[src/rtl/core/egcd_pkg.sv]
// Shared constants, widths and controller/datapath interface structs
// for the extended gcd block. No dependencies.
package egcd_pkg;

    localparam int DATA_WIDTH  = 31;
    localparam int COEF_WIDTH  = DATA_WIDTH + 1;
    localparam int MAX_STEPS   = 48;
    localparam int QN_W        = $clog2(MAX_STEPS + 1);
    localparam int ADDR_W      = $clog2(MAX_STEPS);
    localparam int CNT_W       = $clog2(DATA_WIDTH);
    localparam int IN_TDATA_W  = ((2 * DATA_WIDTH + 7) / 8) * 8;
    localparam int OUT_TDATA_W = ((DATA_WIDTH + 2 * COEF_WIDTH + 7) / 8) * 8;

    // Commands from controller to datapath
    typedef struct packed {
        logic load_in;
        logic start_div;
        logic div_step;
        logic store;
        logic bs_init;
        logic bs_read;
        logic bs_mul;
        logic bs_upd;
        logic out_load;
        logic out_err;
    } egcd_cmd_t;

    // Status from datapath to controller
    typedef struct packed {
        logic both_zero;
        logic r1_zero;
        logic qn_full;
        logic div_last;
        logic k_zero;
        logic out_free;
    } egcd_sts_t;

endpackage

[src/rtl/core/egcd_dp.sv]
// Datapath: operand registers, bit-serial divider, quotient memory and
// back-substitution multiply/subtract. Depends on egcd_pkg.
module egcd_dp (
    input  logic                             aclk,
    input  logic                             aresetn,
    input  egcd_pkg::egcd_cmd_t              cmd,
    output egcd_pkg::egcd_sts_t              sts,
    input  logic [egcd_pkg::IN_TDATA_W-1:0]  in_data,
    output logic                             out_valid,
    input  logic                             out_ready,
    output logic [egcd_pkg::OUT_TDATA_W-1:0] out_data,
    output logic                             out_bad
);
    import egcd_pkg::*;

    logic [DATA_WIDTH-1:0] r0_reg, r1_reg, rem_reg, quo_reg, rd_reg;
    logic                  a_big_reg;
    logic [CNT_W-1:0]      cnt_reg;
    logic [QN_W-1:0]       qn_reg, k_reg, k_dec;
    logic [COEF_WIDTH-1:0] sp_reg, sc_reg, prod_reg;
    logic [DATA_WIDTH-1:0] quot_mem [MAX_STEPS];

    logic [DATA_WIDTH-1:0] a_in, b_in, rem_next;
    logic [DATA_WIDTH:0]   trial, diff;
    logic                  ge;
    logic [2*COEF_WIDTH-1:0] prod_full;
    logic                  out_valid_reg, out_bad_reg;
    logic [DATA_WIDTH-1:0] out_div_reg;
    logic [COEF_WIDTH-1:0] out_c1_reg, out_c2_reg;

    assign a_in = in_data[DATA_WIDTH-1:0];
    assign b_in = in_data[2*DATA_WIDTH-1:DATA_WIDTH];

    // One restoring division step: shift in next dividend bit, try subtract
    assign trial    = {rem_reg, quo_reg[DATA_WIDTH-1]};
    assign diff     = trial - {1'b0, r1_reg};
    assign ge       = (trial >= {1'b0, r1_reg});
    assign rem_next = ge ? diff[DATA_WIDTH-1:0] : trial[DATA_WIDTH-1:0];

    assign k_dec     = k_reg - 1'b1;
    assign prod_full = sc_reg * {{(COEF_WIDTH-DATA_WIDTH){1'b0}}, rd_reg};

    // Status back to the controller
    assign sts.both_zero = (r0_reg == '0);
    assign sts.r1_zero   = (r1_reg == '0);
    assign sts.qn_full   = (qn_reg == QN_W'(MAX_STEPS));
    assign sts.div_last  = (cnt_reg == CNT_W'(DATA_WIDTH - 1));
    assign sts.k_zero    = (k_reg == '0);
    assign sts.out_free  = !out_valid_reg || out_ready;

    // Operand, divider and back-substitution registers
    always_ff @(posedge aclk) begin
        if (cmd.load_in) begin
            a_big_reg <= (a_in >= b_in);
            r0_reg    <= (a_in >= b_in) ? a_in : b_in;
            r1_reg    <= (a_in >= b_in) ? b_in : a_in;
            qn_reg    <= '0;
        end
        if (cmd.start_div) begin
            rem_reg <= '0;
            quo_reg <= r0_reg;
            cnt_reg <= '0;
        end
        if (cmd.div_step) begin
            rem_reg <= rem_next;
            quo_reg <= {quo_reg[DATA_WIDTH-2:0], ge};
            cnt_reg <= cnt_reg + 1'b1;
        end
        if (cmd.store) begin
            quot_mem[qn_reg[ADDR_W-1:0]] <= quo_reg;
            r0_reg <= r1_reg;
            r1_reg <= rem_reg;
            qn_reg <= qn_reg + 1'b1;
        end
        if (cmd.bs_init) begin
            sp_reg <= (qn_reg == '0) ? COEF_WIDTH'(1) : '0;
            sc_reg <= (qn_reg == '0) ? '0 : COEF_WIDTH'(1);
            k_reg  <= (qn_reg == '0) ? '0 : qn_reg - 1'b1;
        end
        if (cmd.bs_read) begin
            rd_reg <= quot_mem[k_dec[ADDR_W-1:0]];
            k_reg  <= k_dec;
        end
        if (cmd.bs_mul) begin
            prod_reg <= prod_full[COEF_WIDTH-1:0];
        end
        if (cmd.bs_upd) begin
            sp_reg <= sc_reg;
            sc_reg <= sp_reg - prod_reg;
        end
    end

    // Result register: hold until transfer, coefficients in input order
    always_ff @(posedge aclk) begin
        if (!aresetn) begin
            out_valid_reg <= 1'b0;
        end else if (cmd.out_load) begin
            out_valid_reg <= 1'b1;
        end else if (out_ready) begin
            out_valid_reg <= 1'b0;
        end
    end

    always_ff @(posedge aclk) begin
        if (cmd.out_load) begin
            out_bad_reg <= cmd.out_err;
            out_div_reg <= cmd.out_err ? '0 : r0_reg;
            out_c1_reg  <= cmd.out_err ? '0 : (a_big_reg ? sp_reg : sc_reg);
            out_c2_reg  <= cmd.out_err ? '0 : (a_big_reg ? sc_reg : sp_reg);
        end
    end

    assign out_valid = out_valid_reg;
    assign out_bad   = out_bad_reg;
    assign out_data  = {{(OUT_TDATA_W-DATA_WIDTH-2*COEF_WIDTH){1'b0}},
                        out_c2_reg, out_c1_reg, out_div_reg};

endmodule

[src/rtl/core/egcd_ctrl.sv]
// Controller state machine sequencing divide steps and back-substitution.
// Depends on egcd_pkg.
module egcd_ctrl (
    input  logic                aclk,
    input  logic                aresetn,
    input  logic                in_valid,
    output logic                in_ready,
    input  egcd_pkg::egcd_sts_t sts,
    output egcd_pkg::egcd_cmd_t cmd
);
    import egcd_pkg::*;

    typedef enum logic [8:0] {
        ST_IDLE  = 9'b000000001,
        ST_CHECK = 9'b000000010,
        ST_DIV   = 9'b000000100,
        ST_STORE = 9'b000001000,
        ST_BSEL  = 9'b000010000,
        ST_BREAD = 9'b000100000,
        ST_BMUL  = 9'b001000000,
        ST_BUPD  = 9'b010000000,
        ST_DONE  = 9'b100000000
    } state_t;

    state_t state_reg, state_next;
    logic   err_reg, err_next;

    // Advance state
    always_ff @(posedge aclk) begin
        if (!aresetn) begin
            state_reg <= ST_IDLE;
            err_reg   <= 1'b0;
        end else begin
            state_reg <= state_next;
            err_reg   <= err_next;
        end
    end

    assign in_ready = (state_reg == ST_IDLE);

    // Next state and commands
    always_comb begin
        state_next = state_reg;
        err_next   = err_reg;
        cmd        = '0;
        unique case (state_reg)
            ST_IDLE: begin
                if (in_valid) begin
                    cmd.load_in = 1'b1;
                    err_next    = 1'b0;
                    state_next  = ST_CHECK;
                end
            end
            ST_CHECK: begin
                if (sts.both_zero) begin
                    err_next   = 1'b1;
                    state_next = ST_DONE;
                end else if (sts.r1_zero) begin
                    cmd.bs_init = 1'b1;
                    state_next  = ST_BSEL;
                end else if (sts.qn_full) begin
                    err_next   = 1'b1;
                    state_next = ST_DONE;
                end else begin
                    cmd.start_div = 1'b1;
                    state_next    = ST_DIV;
                end
            end
            ST_DIV: begin
                cmd.div_step = 1'b1;
                if (sts.div_last) state_next = ST_STORE;
            end
            ST_STORE: begin
                cmd.store  = 1'b1;
                state_next = ST_CHECK;
            end
            ST_BSEL: begin
                state_next = sts.k_zero ? ST_DONE : ST_BREAD;
            end
            ST_BREAD: begin
                cmd.bs_read = 1'b1;
                state_next  = ST_BMUL;
            end
            ST_BMUL: begin
                cmd.bs_mul = 1'b1;
                state_next = ST_BUPD;
            end
            ST_BUPD: begin
                cmd.bs_upd = 1'b1;
                state_next = ST_BSEL;
            end
            ST_DONE: begin
                if (sts.out_free) begin
                    cmd.out_load = 1'b1;
                    cmd.out_err  = err_reg;
                    state_next   = ST_IDLE;
                end
            end
            default: state_next = ST_IDLE;
        endcase
    end

endmodule

[src/rtl/core/extended_gcd_bezout.sv]
// Top level of the extended gcd block: joins controller and datapath.
// Depends on egcd_pkg, egcd_ctrl and egcd_dp.
//
// Takes two unsigned operands and returns their gcd with one Bezout
// coefficient per operand (a*first_coef + b*second_coef = gcd), coefficients
// in input order; both operands zero gives an all-zero result with bad_input
// set. One item is in work at a time. Each remainder step runs all
// DATA_WIDTH bits through the bit-serial divider, then stores the quotient
// and tests the new remainder; each back-substitution step is a loop test,
// quotient memory read, multiply and subtract. The result waits in an
// output register; s_tready rises again once it is loaded there.
module extended_gcd_bezout (
    input  logic                             aclk,
    input  logic                             aresetn,
    input  logic                             s_tvalid,
    output logic                             s_tready,
    // s_tdata: first_value, second_value
    input  logic [egcd_pkg::IN_TDATA_W-1:0]  s_tdata,
    output logic                             m_tvalid,
    input  logic                             m_tready,
    // m_tdata: divisor, first_coef, second_coef
    output logic [egcd_pkg::OUT_TDATA_W-1:0] m_tdata,
    // m_tuser: bad_input
    output logic                             m_tuser
);
    import egcd_pkg::*;

    egcd_cmd_t cmd;
    egcd_sts_t sts;

    egcd_ctrl u_ctrl (
        .aclk     (aclk),
        .aresetn  (aresetn),
        .in_valid (s_tvalid),
        .in_ready (s_tready),
        .sts      (sts),
        .cmd      (cmd)
    );

    egcd_dp u_dp (
        .aclk      (aclk),
        .aresetn   (aresetn),
        .cmd       (cmd),
        .sts       (sts),
        .in_data   (s_tdata),
        .out_valid (m_tvalid),
        .out_ready (m_tready),
        .out_data  (m_tdata),
        .out_bad   (m_tuser)
    );

endmodule

[config.mk]
export PLATFORM = sky130hd
export DESIGN_NAME = extended_gcd_bezout
export DESIGN_NICKNAME = d
export VERILOG_FILES = /design/src/rtl/core/egcd_pkg.sv /design/src/rtl/core/egcd_dp.sv /design/src/rtl/core/egcd_ctrl.sv /design/src/rtl/core/extended_gcd_bezout.sv
export SDC_FILE = /design/constraint.sdc
export NUM_CORES = 2
export LEC_CHECK = 0
export BUFFER_PORTS_ARGS = -buffer_cell sky130_fd_sc_hd__buf_2
export CORE_MARGIN = 4
export CORE_UTILIZATION = 55
export DETAILED_ROUTE_END_ITERATION = 12
export HOLD_SLACK_MARGIN = 0.1
export PLACE_DENSITY = 0.69
export SYNTH_ARGS = -nofsm -noshare
export SYNTH_HDL_FRONTEND = slang
export SYNTH_HIERARCHICAL = 1
export SYNTH_SLANG_ARGS = --single-unit
[constraint.sdc]
create_clock -name aclk -period 11.2 [get_ports aclk]
set_input_delay 1.68 -clock aclk [delete_from_list [all_inputs] [get_ports aclk]]
set_output_delay 1.68 -clock aclk [all_outputs]
set_load 0.02 [all_outputs]
==> run metrics <==
Core ar. 166000 sq um; worst slew pin tran 1.12 ns; Seq cells post-synth 1864; top cell type by total area after synthesis edfxtp_1; f_max 128 MHz; max FFs per register 1488; CTS tree done; Fillers 11889; CTS sink count 1864; number of synthesized flops with an enable pin 1853; Initial Util 55.6%; later-pin clock latency in the skew report 0.83 ns; GR Overflow Total 0; CP Class flop to flop; Post-synth top cells 1853 x edfxtp_1, 501 x inv_1, 465 x mux4_2; Final Hold Viols 0; Net Sw Frac 21.7%; net load switching power 3200 uW; clk buf depth 3; WL per Instance 27.3 um; IO buf count 163; outcome complete, no violations; Final min period 7.79 ns; Final nets 6568; RSZ-0062 raised after global routing false; Post-Route Skew 0.0632 ns; CTS H-tree lvls 4; cell with the most instances after synthesis edfxtp_1; row count 149; gr usage total 26.1%; Placed Area 96100 sq um; WL final 224000 um; Comb pwr share 4.8%; largest net degree at the start of global routing 136; Vias/cell 6.14; synth top area cells edfxtp_1 60%, mux4_2 11%, fa_1 8.9%; synthesized instance count 5667; Peak supply drop 0.170 mV; hpwl dp 133000 um; critical path required time 11.71 ns; Min-Delay Path Class flop to flop; hold buffer count at cts 0; Slew Limit Fails 0; FFs w/ async S/R, synth 0%; PD cells 144 nW/um^2; Avg Synthesized Cell Area 16.3 sq um; Tcrit/Tclk final 69.5%; layout cell share with drive strength beyond 1 19.2%; Vias 50363; setup TNS 0 ns; P&R area growth vs syn 10.9%; Lkg Pwr 0.0364 uW; Initial DRT Pass Iterations 6; Place WS 3.54 ns; internal power 11500 uW; first-pass GRT wire length 336000 um; Max-cap violations 0; Clk pwr share 41.8%; CTS buffer count 186; Residual DRC 0; Root Buffer Master clkbuf_16; Startpoint Class flop; Arr. time, crit path 8.29 ns; antenna violations before repair 5; PostCTS Resize Cnt 0; Synth Warn # 6; crit end category flop; CTS clk-pin slew, worst paths 0.06 ns; final setup vio count 0; Yosys cell types 86; Worst slew margin 24.2%; top cell type's share of synthesized area 60.4%; die area 174000 sq um; postcts setup bufs 0; Flop pwr share 53.4%; top_reg_cell synth edfxtp_1; post-route ant nets 0; DRT iter0 DRCs 5167; Die W 417 um; Synth Net Count 6366; # IOs 167; vias in the first global route 52375; post-synth design cell area 92100 sq um; Die H 417 um; Seq/Total Area, Yosys 60.6%; global placement routability congestion 0.883; Critical Path Fanout Max 21; worst setup margin 3.41 ns; design area 102000 sq um
power by group through the flow:
stage                     Clock [uW]  Combinational, uW  Sequential, uW
after floorplan                    0                447            8010
after global placement             0                674            8010
after detailed placement           0                697            8010
after CTS                       6260                701            7860
after global routing            6570                772            7860
final                           6150                705            7860
layout by cell type (no fill, tap or decap), drive strengths merged, types with 12 or more instances in the layout:
cell type / instances
nand4: 21
a21oi: 115
nor2b: 53
bufinv: 18
and3: 16
nor3: 26
o21bai: 12
ha: 220
clkbuf: 214
o21ai: 122
mux2: 31
mux4: 465
nand3: 25
fa: 411
xnor2: 103
xor2: 41
inv: 507
nand2b: 19
nor2: 223
and2: 315
nor4: 22
mux2i: 181
clkinv: 87
edfxtp: 1853
nand2: 384
buf: 303
a31oi: 12
a211oi: 16
a21o: 45
layer usage:
| layer | vias to the layer above | wire [um] | track usage (%) |
|---|---|---|---|
| met1 | 26441 | 87900 | 36.2 |
| met2 | 2217 | 111000 | 42.9 |
| met5 | - | 0 | 0 |
| met4 | 0 | 7030 | 8.25 |
| met3 | 369 | 18100 | 4.43 |
| li1 | 21336 | - | - |
stage by stage:
| step | hold slack (ns) | util [%] | cells | power [uW] |
|---|---|---|---|---|
| after floorplan | 0.449 | - | 5667 | 8450 |
| after global placement | 0.473 | 58.0 | 7870 | 8680 |
| after detailed placement | 0.475 | 58.0 | 7870 | 8700 |
| after CTS | 0.485 | 61.7 | 8205 | 14800 |
| after global routing | 0.542 | 61.7 | 8205 | 15200 |
| final | 0.485 | 61.7 | 8206 | 14700 |
cell type report:
cell class / count / area (sq um) / area share [%]
sequential: 1864 / 55900 / 54.7
multi-input combinational: 3012 / 33700 / 33.0
clock buffer: 214 / 4760 / 4.66
tap: 2189 / 2740 / 2.68
timing repair buffer: 303 / 1930 / 1.89
inverter: 502 / 1880 / 1.84
clock inverter: 121 / 1310 / 1.28
antenna: 1 / 2.50 / 0.00245
cells by family after synthesis:
group	after synthesis	share of synthesized area, %
adders and majority gates	631	11.9
other	1	0.00407
and+or+nand+nor	1161	6.30
xor gates and xnor gates	144	1.37
buffers and inverters	791	3.31
muxes	677	13.7
DFF	1864	60.6
AOI/OAI and AO/OA	398	2.73
worst paths after layout:
path                                     from                     endpoint  slack [ns]  depth (start not counted)
setup / recovery    u_dp/rd_reg[11]$_DFFE_PP_  u_dp/prod_reg[30]$_DFFE_PP_        3.41                         21
hold / removal    u_ctrl/err_reg$_SDFFE_PN0P_  u_ctrl/err_reg$_SDFFE_PN0P_        0.48                          2
setup reg to reg    u_dp/rd_reg[11]$_DFFE_PP_  u_dp/prod_reg[30]$_DFFE_PP_        3.41                         21
hold reg to reg   u_ctrl/err_reg$_SDFFE_PN0P_  u_ctrl/err_reg$_SDFFE_PN0P_        0.48                          2
worst max-delay path, cell delays in order, from the launching register on:
cell and delay (ns):
edfxtp_1 1.01, and2_1 0.26, fa_1 0.45, fa_1 0.40, fa_1 0.50, inv_1 0.05
fa_1 0.47, inv_1 0.05, fa_1 0.46, ha_1 0.30, fa_1 0.50, fa_1 0.43
ha_1 0.40, a211o_1 0.33, a21oi_1 0.17, o21ai_1 0.13, a211oi_1 0.35, a41oi_1 0.23
and4_4 0.26, a2111oi_4 0.38, o2bb2ai_1 0.19, xnor2_1 0.14
Power figures use the tool's default switching activity.
